### config.mk
export PLATFORM = sky130hd
export DESIGN_NAME = esmne_fifo
export DESIGN_NICKNAME = d
export VERILOG_FILES = /design/src/hw/rtl/esmne_pkg.sv /design/src/hw/rtl/esmne_fifo.sv
export SDC_FILE = /design/constraint.sdc
export NUM_CORES = 1
export LEC_CHECK = 0
export ABC_CLOCK_PERIOD_IN_PS = 6860
export BUFFER_PORTS_ARGS = -buffer_cell sky130_fd_sc_hd__buf_2
export CORE_ASPECT_RATIO = 2
export CORE_MARGIN = 4
export CORE_UTILIZATION = 40
export DETAILED_ROUTE_END_ITERATION = 10
export PLACE_DENSITY = 0.58
export SETUP_SLACK_MARGIN = 0.15
export SYNTH_ARGS = -nofsm -noshare
export SYNTH_HDL_FRONTEND = slang
export SYNTH_SLANG_ARGS = --single-unit
### constraint.sdc
create_clock -name clk -period 6.86 [get_ports clk]
set_input_delay 0 -clock clk [delete_from_list [all_inputs] [get_ports clk]]
set_output_delay 0 -clock clk [all_outputs]
set_load 0.005 [all_outputs]
### src/hw/rtl/esmne_pkg.sv
// Shared types, widths and codes of the normal-equation accumulator.
package esmne_pkg;

	localparam int COORD_W  = 6;
	localparam int DIM_W    = 7;
	localparam int SAMPLE_W = 13;
	localparam int GRAD_W   = 14;
	localparam int J_W      = 15;
	localparam int D_W      = 7;
	localparam int E_W      = 15;
	localparam int PD_W     = D_W + J_W;
	localparam int J2_W     = PD_W + 1;
	localparam int SUM_W    = 64;
	localparam int NUM_SUMS = 15;
	localparam int IDX_W    = 4;
	localparam int CFG_IDX_W = 2;
	localparam int QUEUE_DEPTH = 4;
	localparam int QPTR_W   = $clog2(QUEUE_DEPTH);
	localparam int QCNT_W   = QPTR_W + 1;

	// Configuration register indexes.
	localparam logic [CFG_IDX_W-1:0] CFG_IMAGE_WIDTH  = 2'd0;
	localparam logic [CFG_IDX_W-1:0] CFG_IMAGE_HEIGHT = 2'd1;
	localparam logic [CFG_IDX_W-1:0] CFG_MEAN_OFFSET  = 2'd2;

	localparam logic [DIM_W-1:0] WIDTH_RESET  = 7'd40;
	localparam logic [DIM_W-1:0] HEIGHT_RESET = 7'd30;

	// Sum indexes on the output.
	localparam logic [IDX_W-1:0] SUM_J0J0  = 4'd0;
	localparam logic [IDX_W-1:0] SUM_J1J0  = 4'd1;
	localparam logic [IDX_W-1:0] SUM_J1J1  = 4'd2;
	localparam logic [IDX_W-1:0] SUM_J2J0  = 4'd3;
	localparam logic [IDX_W-1:0] SUM_J2J1  = 4'd4;
	localparam logic [IDX_W-1:0] SUM_J2J2  = 4'd5;
	localparam logic [IDX_W-1:0] SUM_J0    = 4'd6;
	localparam logic [IDX_W-1:0] SUM_J1    = 4'd7;
	localparam logic [IDX_W-1:0] SUM_J2    = 4'd8;
	localparam logic [IDX_W-1:0] SUM_COUNT = 4'd9;
	localparam logic [IDX_W-1:0] SUM_EJ0   = 4'd10;
	localparam logic [IDX_W-1:0] SUM_EJ1   = 4'd11;
	localparam logic [IDX_W-1:0] SUM_EJ2   = 4'd12;
	localparam logic [IDX_W-1:0] SUM_E     = 4'd13;
	localparam logic [IDX_W-1:0] SUM_EE    = 4'd14;

	typedef logic signed [SAMPLE_W-1:0] sample_t;
	typedef logic signed [GRAD_W-1:0]   grad_t;
	typedef logic [COORD_W-1:0]         coord_t;
	typedef logic [DIM_W-1:0]           dim_t;
	typedef logic signed [SUM_W-1:0]    sum_t;
	typedef logic [IDX_W-1:0]           sum_idx_t;

	// One classified pixel as it travels from the front to the back.
	typedef struct packed {
		logic                  use_px;
		logic                  last;
		logic signed [J_W-1:0] j0;
		logic signed [J_W-1:0] j1;
		logic signed [E_W-1:0] e;
		logic signed [D_W-1:0] dx;
		logic signed [D_W-1:0] dy;
	} item_t;

endpackage

### src/hw/rtl/esmne_fifo.sv
// Short queue of classified pixels between the front and back ends.
module esmne_fifo (
	input  logic             clk,
	input  logic             arst_n,
	input  logic             push,
	input  esmne_pkg::item_t push_item,
	output logic             full,
	output logic             pop_valid,
	input  logic             pop_ready,
	output esmne_pkg::item_t pop_item
);
	import esmne_pkg::*;

	item_t              mem_q [QUEUE_DEPTH];
	logic [QPTR_W-1:0]  wr_q;
	logic [QPTR_W-1:0]  rd_q;
	logic [QCNT_W-1:0]  cnt_q;
	logic               pop;

	assign full      = (cnt_q == QCNT_W'(QUEUE_DEPTH));
	assign pop_valid = (cnt_q != '0);
	assign pop       = pop_valid && pop_ready;
	assign pop_item  = mem_q[rd_q];

	always_ff @(posedge clk) begin
		if (push) begin
			mem_q[wr_q] <= push_item;
		end
	end

	always_ff @(posedge clk or negedge arst_n) begin
		if (!arst_n) begin
			wr_q  <= '0;
			rd_q  <= '0;
			cnt_q <= '0;
		end else begin
			if (push) begin
				wr_q <= wr_q + 1'b1;
			end
			if (pop) begin
				rd_q <= rd_q + 1'b1;
			end
			case ({push, pop})
				2'b10:   cnt_q <= cnt_q + 1'b1;
				2'b01:   cnt_q <= cnt_q - 1'b1;
				default: cnt_q <= cnt_q;
			endcase
		end
	end

endmodule

---- Yosys cells after proc, flatten, opt, wreduce, memory -nomap -nowiden ----
Memories as Yosys holds them, arrays and structs flattened.
Cells that the tools add are included.
word-level totals
  memories ................................ 1
  register bits ........................... 7
  word-level logic and storage cells ...... 17
  input port bits ......................... 65
  RAM bits ................................ 244
  output and inout bits ................... 63
operators by class
  eq/ne operators ......................... 3
  multiplexer cells ....................... 3
  reductions and logical operators ........ 3
  $add $sub $neg .......................... 4
memories
  memory  depth  bits a word  read ports  clocked after Yosys merged registers in  write ports  line              source
  mem_q   4      61           1           0                                        1            esmne_fifo.sv:14  item_t mem_q [QUEUE_DEPTH];
operator list
  cell                 number
  $pmux 3 s2           1
  $add 2x1->2 const B  2
  $add 3x1->3 const B  1
  $eq 3x3->1 const B   1
  $reduce_bool 3->1    1
  $sub 3x1->3 const B  1
  $eq 2x1->1 const B   1
  $eq 2x2->1 const B   1
  $mux 1               2
  $reduce_bool 2->1    1
  $logic_and 1x1->1    1

---- Longest topological paths before layout ----
  depth after elaboration ................. 4
  gate-level depth with buffers ........... 7
  mapped depth without buffers ............ 7

---- Worst setup path before layout ----
Ideal clock, no wire load.
  path type ............................... reg-to-reg
  start ................................... register wr_q[0]
  end ..................................... memory mem_q[0][0] (netlist bit) (enable)
  arrival ................................. 2.059 ns
  buffers on the path ..................... 0
  cell stages (with the launch flop) ...... 4
  required time ........................... 6.435 ns
  setup time .............................. 0.425 ns
  slack ................................... 4.376 ns
  clock period less this slack ............ 2.484 ns
  path through ............................ dfrtp_1 > inv_1 > ha_1 > and2_1
RTL lines
  what                      line              source
  start: declaration        esmne_fifo.sv:15  logic [QPTR_W-1:0] wr_q;
  start signal: assignment  esmne_fifo.sv:38  wr_q <= wr_q + 1'b1;
  end: declaration          esmne_fifo.sv:14
Straight into the memory's write port.

==> flow_summary.yaml <==
placed_design:
  routabilityCongestion: 0.6772
  placed_area_um2: 10130
  dp_hpwl_um: 10070
  portBuffers: 127
timing:
  fin_skew_ns: 0.009050
  slew_headroom_pct: 32.43
  worst_slew_pin_slew_ns: 1.014
  setup_viol: 0
  fmax_ghz: 0.3592
  grt_setup_unrepaired: "false"
  min_period_ns: 2.784
  fin_setup_tns_ns: 0
  finalMaxSlewViolations: 0
  finalHoldViolCount: 0
  fin_crit_sh_pct: 40.58
layout:
  num-nets-final: 630
  fin_area_um2: 11450
  layout_commonest_cell: "edfxtp_1"
  mostFrequentLayoutCells: "edfxtp_1 (244), buf_2 (127), dlygate4sd3_1 (65)"
  area_growth_pct: 23.30
  diodes: 0
  drive_gt1_share_pct: 38.50
worst_setup_path:
  startpoint_type: "register"
  path_cells: "buf_4 -> mux4_2 -> buf_2"
  cp_slowest_stage_delay_ns: 0.80
  r2r_end: "mem_q[2][25]"
  slowest_stage: "dfrtp_4"
  worstSetupStartpoint: "rd_q[0]"
  r2r_slack_ns: 4.94
  worst-path-max-fanout: 35
  r2r_start: "wr_q[0]"
  crit_type: "reg2out"
  cp_num_cells: 3
  cp_top_family: "buffers and inverters"
  worstSetupEndpoint: "pop_item[32]"
  path_buf_inv: 2
  r2r_cells: 3
  cp.arrival_ns: 2.78
  crit_path_end_kind: "output port"
  required_ns: 6.86
global_route:
  antenna_found_initial: 0
  grt-ovfl-total: 0
  grtUsageTotal_pct: 13.89
  grt_pass1_wl_um: 27130
  grt_max_degree: 63
  grt_pass1_vias: 4930
route:
  first_pass_iters: 4
  totalWireLength_um: 17390
  vias_per_cell: 4.967
  ant_nets: 0
  drc: 0
  wl_per_cell_um: 20.37
  drtIter0Drc: 195
  via_count: 4242
cts:
  worstSkewPairLatency_ns: 0.50
  h-tree-depth: 1
  cts_inserted_buffers: 22
  cts_hold_buf: 65
  clock-sinks: 251
  cts_tree: "built"
  cts_setup_buffers: 0
  post_cts_resized: 0
  clkTransAtPathRegs_ns: 0.07
  cts_max_path_buffers: 3
  root_buffer: "clkbuf_16"
die:
  rows: 78
  die_w_um: 115.7
  die_y_um: 223.5
  initial_utilization_pct: 40.83
  io_pins: 128
  core-area_um2: 22740
  fp.dieArea_um2: 25860
synth:
  synth_seq_area_share_pct: 80.81
  synth-seq-cells: 251
  yosysWarnings: 0
  syn_area_um2: 9284
  synth_cells: 356
  synth_fp_nets: 427
  syn_avg_cell_area_um2: 26.08
  ys_types: 20
pwr:
  leakage_nw: 3.965
  irDropWorstVdd_mv: 0.2932
  p_per_area_nw_per_um2: 391.5
run_status:
  status: "complete, no violations"
run:
  max_cap_violations: 0
min_path:
  hold_path_class: "in2reg"
-- area by class of cell --
type | instances | area (um^2)
Clock buffer | 28 | 594.3
Fill cell | 1890 | 11290
Sequential cell | 251 | 7510
Timing Repair Buffer | 193 | 1294
Inverter | 6 | 22.52
Clock inverter | 11 | 73.82
Multi-Input combinational cell | 85 | 1603
Tap cell | 280 | 350.3
-- metrics by stage --
stage | util, % | std cells | setup WS (ns) | total power [mW] | hold slack [ns]
2_1_floorplan | - | 356 | 4.376 | 2.950 | -0.2956
3_3_place_gp | 44.54 | 750 | 4.440 | 3.354 | -0.1519
3_5_place_dp | 44.54 | 750 | 4.461 | 3.392 | -0.1419
4_1_cts | 50.34 | 854 | 3.897 | 4.585 | 0.2177
5_1_grt | 50.34 | 854 | 3.796 | 4.734 | 0.2446
6_report | 50.34 | 854 | 4.076 | 4.481 | 0.2467
-- registers in the layout (all words and copies together) (netlist names) --
name   cells
rd_q       2
wr_q       2
mem_q    244
cnt_q      3
-- Yosys cell counts --
cell type	number	area share, %
and2_1	4	0.27
and3_1	1	0.067
buf_12	6	1.3
buf_2	7	0.38
buf_6	1	0.12
dfrtp_1	7	1.9
edfxtp_1	244	79
fa_1	1	0.22
ha_1	5	0.67
inv_1	6	0.24
mux2i_1	1	0.11
mux4_1	3	0.85
mux4_2	58	14
nand2_1	2	0.081
nor2_1	1	0.040
o21ai_0	1	0.054
o31a_1	1	0.094
or3_1	1	0.067
xnor2_1	2	0.19
xor2_1	4	0.38
-- routing by layer --
layer,GRT usage (%),wire (um),up-vias
met5,0,0,-
met4,4.721,410,0
met3,1.954,614,26
met2,26.44,10110,89
met1,15.43,6260,2208
li1,-,-,1919
-- where the power goes --
group | switching, mW | total (mW) | internal (mW)
Sequential | 0.195 | 2.21 | 2.01
Combinational | 0.516 | 1.12 | 0.604
Clock | 0.504 | 1.15 | 0.649
-- cells by family (layout without fill, tap and decap cells) --
logic type      Yosys count  in the layout  synth area share [%]
buf+inv                  20            238                 2.035
flops                   251            251                 80.81
fa+ha+maj                 6              6                0.8895
xor+xnor                  6              6                0.5660
simple gates              9              9                0.5256
mux                      62             62                 15.03
compound gates            2              2                0.1482
-- worst min-delay path by stage --
stage                  startpoint           end  slack, ns  cells past startpoint
detailed placement         arst_n       rd_q[1]      -0.14                      1
finish              push_item[46]  mem_q[2][46]       0.25                      2
floorplan                  arst_n      cnt_q[0]      -0.30                      0
global route        push_item[52]  mem_q[1][52]       0.24                      2
CTS                 push_item[57]  mem_q[3][57]       0.22                      2
global placement           arst_n       rd_q[1]      -0.15                      1
(Power assumes the default switching activity.)
