==> config.mk <==
export PLATFORM = sky130hd
export DESIGN_NAME = esmne_front
export DESIGN_NICKNAME = d
export VERILOG_FILES = /design/src/hw/rtl/esmne_pkg.sv /design/src/hw/rtl/esmne_front.sv
export SDC_FILE = /design/constraint.sdc
export NUM_CORES = 1
export LEC_CHECK = 0
export ABC_AREA = 1
export CORE_UTILIZATION = 51
export CTS_CLUSTER_DIAMETER = 120
export DETAILED_ROUTE_END_ITERATION = 7
export DONT_BUFFER_PORTS = 1
export GPL_ROUTABILITY_DRIVEN = 0
export PLACE_DENSITY = 0.66
export SYNTH_ARGS = -nofsm -noshare
export SYNTH_HDL_FRONTEND = slang
export SYNTH_SLANG_ARGS = --single-unit
==> constraint.sdc <==
create_clock -name clk -period 5.3 [get_ports clk]
set_clock_uncertainty 0.1 [all_clocks]
set_input_delay 1.06 -clock clk [delete_from_list [all_inputs] [get_ports clk]]
set_output_delay 1.06 -clock clk [all_outputs]
set_load 0.01 [all_outputs]
==> src/hw/rtl/esmne_pkg.sv <==
// Shared types, widths and codes of the normal-equation accumulator.
package esmne_pkg;

	localparam int COORD_W  = 6;
	localparam int DIM_W    = 7;
	localparam int SAMPLE_W = 13;
	localparam int GRAD_W   = 14;
	localparam int J_W      = 15;
	localparam int D_W      = 7;
	localparam int E_W      = 15;
	localparam int PD_W     = D_W + J_W;
	localparam int J2_W     = PD_W + 1;
	localparam int SUM_W    = 64;
	localparam int NUM_SUMS = 15;
	localparam int IDX_W    = 4;
	localparam int CFG_IDX_W = 2;
	localparam int QUEUE_DEPTH = 4;
	localparam int QPTR_W   = $clog2(QUEUE_DEPTH);
	localparam int QCNT_W   = QPTR_W + 1;

	// Configuration register indexes.
	localparam logic [CFG_IDX_W-1:0] CFG_IMAGE_WIDTH  = 2'd0;
	localparam logic [CFG_IDX_W-1:0] CFG_IMAGE_HEIGHT = 2'd1;
	localparam logic [CFG_IDX_W-1:0] CFG_MEAN_OFFSET  = 2'd2;

	localparam logic [DIM_W-1:0] WIDTH_RESET  = 7'd40;
	localparam logic [DIM_W-1:0] HEIGHT_RESET = 7'd30;

	// Sum indexes on the output.
	localparam logic [IDX_W-1:0] SUM_J0J0  = 4'd0;
	localparam logic [IDX_W-1:0] SUM_J1J0  = 4'd1;
	localparam logic [IDX_W-1:0] SUM_J1J1  = 4'd2;
	localparam logic [IDX_W-1:0] SUM_J2J0  = 4'd3;
	localparam logic [IDX_W-1:0] SUM_J2J1  = 4'd4;
	localparam logic [IDX_W-1:0] SUM_J2J2  = 4'd5;
	localparam logic [IDX_W-1:0] SUM_J0    = 4'd6;
	localparam logic [IDX_W-1:0] SUM_J1    = 4'd7;
	localparam logic [IDX_W-1:0] SUM_J2    = 4'd8;
	localparam logic [IDX_W-1:0] SUM_COUNT = 4'd9;
	localparam logic [IDX_W-1:0] SUM_EJ0   = 4'd10;
	localparam logic [IDX_W-1:0] SUM_EJ1   = 4'd11;
	localparam logic [IDX_W-1:0] SUM_EJ2   = 4'd12;
	localparam logic [IDX_W-1:0] SUM_E     = 4'd13;
	localparam logic [IDX_W-1:0] SUM_EE    = 4'd14;

	typedef logic signed [SAMPLE_W-1:0] sample_t;
	typedef logic signed [GRAD_W-1:0]   grad_t;
	typedef logic [COORD_W-1:0]         coord_t;
	typedef logic [DIM_W-1:0]           dim_t;
	typedef logic signed [SUM_W-1:0]    sum_t;
	typedef logic [IDX_W-1:0]           sum_idx_t;

	// One classified pixel as it travels from the front to the back.
	typedef struct packed {
		logic                  use_px;
		logic                  last;
		logic signed [J_W-1:0] j0;
		logic signed [J_W-1:0] j1;
		logic signed [E_W-1:0] e;
		logic signed [D_W-1:0] dx;
		logic signed [D_W-1:0] dy;
	} item_t;

endpackage

==> src/hw/rtl/esmne_front.sv <==
// Front end: configuration registers, pixel classification and Jacobian terms.
module esmne_front (
	input  logic                          clk,
	input  logic                          arst_n,
	input  logic                          cfg_valid,
	input  logic [esmne_pkg::CFG_IDX_W-1:0] cfg_index,
	input  esmne_pkg::sample_t            cfg_data,
	input  logic                          in_fire,
	input  esmne_pkg::coord_t             pixel_x,
	input  esmne_pkg::coord_t             pixel_y,
	input  esmne_pkg::sample_t            warped_centre,
	input  esmne_pkg::sample_t            warped_left,
	input  esmne_pkg::sample_t            warped_right,
	input  esmne_pkg::sample_t            warped_up,
	input  esmne_pkg::sample_t            warped_down,
	input  logic                          neighbours_valid,
	input  esmne_pkg::sample_t            target_value,
	input  esmne_pkg::grad_t              target_grad_x,
	input  esmne_pkg::grad_t              target_grad_y,
	input  logic                          frame_end,
	output logic                          push,
	output esmne_pkg::item_t              push_item
);
	import esmne_pkg::*;

	dim_t    width_q;
	dim_t    height_q;
	sample_t offset_q;

	logic               in_x;
	logic               in_y;
	logic [COORD_W-1:0] cx;
	logic [COORD_W-1:0] cy;

	always_ff @(posedge clk or negedge arst_n) begin
		if (!arst_n) begin
			width_q  <= WIDTH_RESET;
			height_q <= HEIGHT_RESET;
			offset_q <= '0;
		end else if (cfg_valid) begin
			case (cfg_index)
				CFG_IMAGE_WIDTH:  width_q  <= cfg_data[DIM_W-1:0];
				CFG_IMAGE_HEIGHT: height_q <= cfg_data[DIM_W-1:0];
				CFG_MEAN_OFFSET:  offset_q <= cfg_data;
				default: ;
			endcase
		end
	end

	// A pixel counts only strictly inside the one-pixel border.
	assign in_x = (pixel_x != '0) &&
		(({2'b00, pixel_x} + 8'd2) <= {1'b0, width_q});
	assign in_y = (pixel_y != '0) &&
		(({2'b00, pixel_y} + 8'd2) <= {1'b0, height_q});
	assign cx = width_q[DIM_W-1:1];
	assign cy = height_q[DIM_W-1:1];

	always_comb begin
		push_item.use_px = neighbours_valid && in_x && in_y;
		push_item.last   = frame_end;
		push_item.j0     = J_W'(warped_right) - J_W'(warped_left) + J_W'(target_grad_x);
		push_item.j1     = J_W'(warped_down) - J_W'(warped_up) + J_W'(target_grad_y);
		push_item.e      = E_W'(warped_centre) - E_W'(target_value) + E_W'(offset_q);
		push_item.dx     = signed'({1'b0, pixel_x}) - signed'({1'b0, cx});
		push_item.dy     = signed'({1'b0, pixel_y}) - signed'({1'b0, cy});
	end

	// Skipped pixels are dropped here unless they close the frame.
	assign push = in_fire && (push_item.use_px || frame_end);

endmodule

== Word level (Yosys, flattened, before mapping) ==
Cells that the tools add are included.

* Word-level logic and storage cells: 29
* Bits in writable memories: 0
* Memory bits (read-only): 0
* Memories kept: 0
* Output and inout port bits: 62
* Bits in registers: 27
* Bits in latches: 0

* Order comparisons: 2
* Multiply operators: 0
* Add/subtract/negate cells: 10
* Divide/modulo/power cells: 0
* Shift-type cells: 0
* Multiplexer cells: 0
* Bitwise gates (word level): 0
* Eq/ne operators: 2
* Reductions and logical operators: 12

{| class="wikitable"
|+ Operator list
! kind !! count
|-
| 13-bit by 13-bit subtractor with 14-bit output || 3
|-
| 14-bit by 14-bit adder with 15-bit output || 2
|-
| 14-bit by 13-bit adder with 15-bit output || 1
|-
| 6-bit by 2-bit adder with 7-bit output, second input constant || 2
|-
| 7-bit <= comparator || 2
|-
| 6-bit by 6-bit subtractor with 7-bit output || 2
|-
| 6-bit nonzero test || 2
|-
| 2-bit AND reduction || 3
|-
| 1-bit logical AND || 5
|-
| 2-bit by 1-bit == test with 1-bit output, second input constant || 1
|-
| 2-bit == test, second input constant || 1
|-
| 2-bit zero test || 1
|-
| 1-bit logical OR || 1
|}

== Depth between registers and ports, before layout ==
* Word-level depth: 7
* Mapped depth: 15
* Gate-level depth less buffers: 15

== Least setup slack after synthesis ==
Ideal clock, no wire load.

* Kind: in2out
* Start: input warped_centre[1]
* End: output push_item[24] in the netlist's numbering
* Path slack: 1.369 ns
* Buffers on the path: 0
* Stages: 11
* Data arrival time: 2.771 ns
* Path through: inv_1 > fa_1 > fa_1 > inv_1 > nand3_1 > nand2_2 > nand2_2 > nand2_2 > nand2_1 > nand2_1 > xor2_1

{| class="wikitable"
|+ RTL lines
! what !! RTL line !! source
|-
| start, declared || esmne_front.sv:11 || <nowiki>input esmne_pkg::sample_t warped_centre,</nowiki>
|-
| end, declared || esmne_front.sv:22 || <nowiki>output esmne_pkg::item_t push_item</nowiki>
|}

==> results.json <==
{
  "grt_remaining_overflow": 0,
  "setup_tns_ns": 0,
  "worstHoldPathType": "input port to async pin",
  "fin_crit_ns": 4.06,
  "clk_pin_slew_worst_paths_ns": 0.09,
  "drive_above_1_share_pct": 3.85,
  "yosys_warnings": 0,
  "antenna_left": 0,
  "cts.sinks": 27,
  "worstSetupStartpointType": "input port",
  "worst_ir_drop_vdd_mv": 0.236,
  "io_pins": 201,
  "track_usage_pct": 21.3,
  "die_w_microns": 106,
  "dpl-instance-area_sq_mm": 0.00564,
  "cp_max_fo": 3,
  "root_buffer": "clkbuf_8",
  "tightest_slew_ns": 0.811,
  "post-cts-setup-buffer-count": 0,
  "total_power_uw": 1540,
  "layout_common_cells": "inv_1, nand2_1, ha_1",
  "synth_nets": 1062,
  "cts_tree": "yes",
  "place_inst": 938,
  "slew_headroom_pct": 45.8,
  "die_h_microns": 106,
  "core_sq_mm": 0.0104,
  "cts_buffer_depth": 2,
  "final-setup-viol-count": 0,
  "antennaDiodeCount": 0,
  "grt_pass1_vias": 4541,
  "yosysSeqAreaShare_pct": 12.4,
  "detailed_place_hpwl_mm": 10.7,
  "core.rowCount": 37,
  "grt_antenna_before_repair": 0,
  "mostFrequentLayoutCell": "inv_1",
  "wl_per_cell_microns": 12.6,
  "drv_cap": 0,
  "cellLeakagePower_uw": 0.00351,
  "synth_seq_cells": 27,
  "ys_types": 27,
  "syn-mean-instance-area_sq_um": 6.80,
  "initial_core_util_pct": 53.0,
  "status": "completed",
  "cp.arrival_ns": 2.90,
  "grt_max_degree": 28,
  "area_growth_syn_to_layout_pct": 3.46,
  "dieArea_sq_mm": 0.0112,
  "cts_hold_buf": 0,
  "port_buffers": 0,
  "wl_mm": 11.8,
  "vias_per_cell": 5.01,
  "htree_levels": 1,
  "cp-end-kind": "primary output",
  "synthCells": 807,
  "fin_cells": 942,
  "fillers": 1049,
  "numCtsBuffers": 3,
  "final_area_sq_mm": 0.00568,
  "drtPass1Iterations": 4,
  "drv_slew": 0,
  "dr_total_vias": 4719,
  "cp.required_ns": 4.14,
  "path_class": "input port to primary output",
  "drc": 0,
  "ctsResizeCount": 0,
  "nNetsFinal": 1062,
  "hold_violations": 0,
  "grt_pass1_wl_mm": 19.8,
  "fin_crit_sh_pct": 76.6,
  "syn_area_sq_mm": 0.00549,
  "drt_iter0_markers": 201,
  "rsz0062_at_grt": "false",
  "fmax_ghz": 0.246,
  "clk_latency_ns": 0.26,
  "power.density_mw_per_mm2": 271
}
layer usage:
layer / part of all wire [%] / track usage, % / vias to the layer above
met5: 0 / 0 / -
met4: 1.3 / 2.48 / 0
met3: 6.4 / 3.71 / 8
met2: 51 / 41.2 / 152
met1: 42 / 25.1 / 2136
li1: - / - / 2423
path summary, 6_finish.rpt:
kind	from	slack [ns]	cells past startpoint	to
worst max-delay path	warped_down[1]	1.24	11	push_item[39]
min in group clk	offset_q[4]	0.39	2	offset_q[4]
worst max register to register	height_q[2]	4.40	2	height_q[2]
worst min register to register	offset_q[4]	0.39	2	offset_q[4]
max in group asynchronous	arst_n	4.54	0	height_q[2]
worst min-delay path	arst_n	0.38	0	width_q[6]
cell type report:
cell class | instances | area, sq um | area share (%)
Sequential cell | 27 | 683 | 12.0
Inverter | 244 | 916 | 16.1
Multi-Input combinational cell | 531 | 3870 | 68.1
Clock buffer | 4 | 45.0 | 0.793
Tap cell | 136 | 170 | 2.99
state kept, by name, indices dropped and copies added, names as in the netlist:
register  cells
width_q       7
offset_q     13
height_q      7
logic make-up (layout without fill, tap and decap cells):
logic type	count (synthesis)	in the layout	share of synthesized area [%]
flip-flops	27	27	12.4
AO/OA/AOI/OAI	108	108	10.8
XOR/XNOR	39	39	6.22
buffers and inverters	249	248	17.1
AND/OR/NAND/NOR	268	268	21.1
adder cells (fa/ha/maj)	116	116	32.3
cells in the mapped netlist:
cell      number  area share [%]
a21o_1        10             1.4
a21oi_1       54             4.9
a21oi_2        3            0.48
buf_2          2            0.18
buf_4          1            0.14
clkbuf_1       2            0.14
dfrtp_1       21             9.6
dfstp_2        6             2.9
fa_1          43              16
ha_1          73              17
inv_1        244              17
nand2_1      165              11
nand2_2       12             1.4
nand3_1       41             3.7
nand3_2        4            0.73
nand3b_1       1            0.14
nand4_1        2            0.23
nor2_1        35             2.4
nor3_1         1           0.091
nor3b_1        1            0.14
nor4_2         3            0.68
o21a_1         6            0.82
o21ai_0       34             3.1
o21ai_1        1           0.091
or2_1          3            0.34
xnor2_1        6            0.96
xor2_1        33             5.3
worst max-delay path, stage by stage:
cell and delay [ns]:
inv_1 0.03, fa_1 0.51, fa_1 0.48, inv_1 0.08
nand3_2 0.06, nand2_2 0.11, nand2_2 0.07, nand2_2 0.08
nand2_1 0.05, nand2_1 0.07, xor2_1 0.29
stage by stage:
| step | utilization, % | setup slack (ns) | hold WS, ns |
|---|---|---|---|
| 6_report | 54.8 | 1.24 | 0.376 |
| 5_1_grt | 54.8 | 1.09 | 0.358 |
| 4_1_cts | 54.8 | 1.23 | 0.371 |
| 3_5_place_dp | 54.4 | 1.23 | 0.374 |
| 3_3_place_gp | 54.4 | 1.26 | 0.370 |
| 2_1_floorplan | - | 1.37 | 0.353 |
power breakdown:
| group | switching [uW] | internal, uW |
|---|---|---|
| sequential | 18.9 | 244 |
| combinational | 764 | 399 |
| clock | 59.1 | 53.7 |
(Power assumes the default switching activity.)
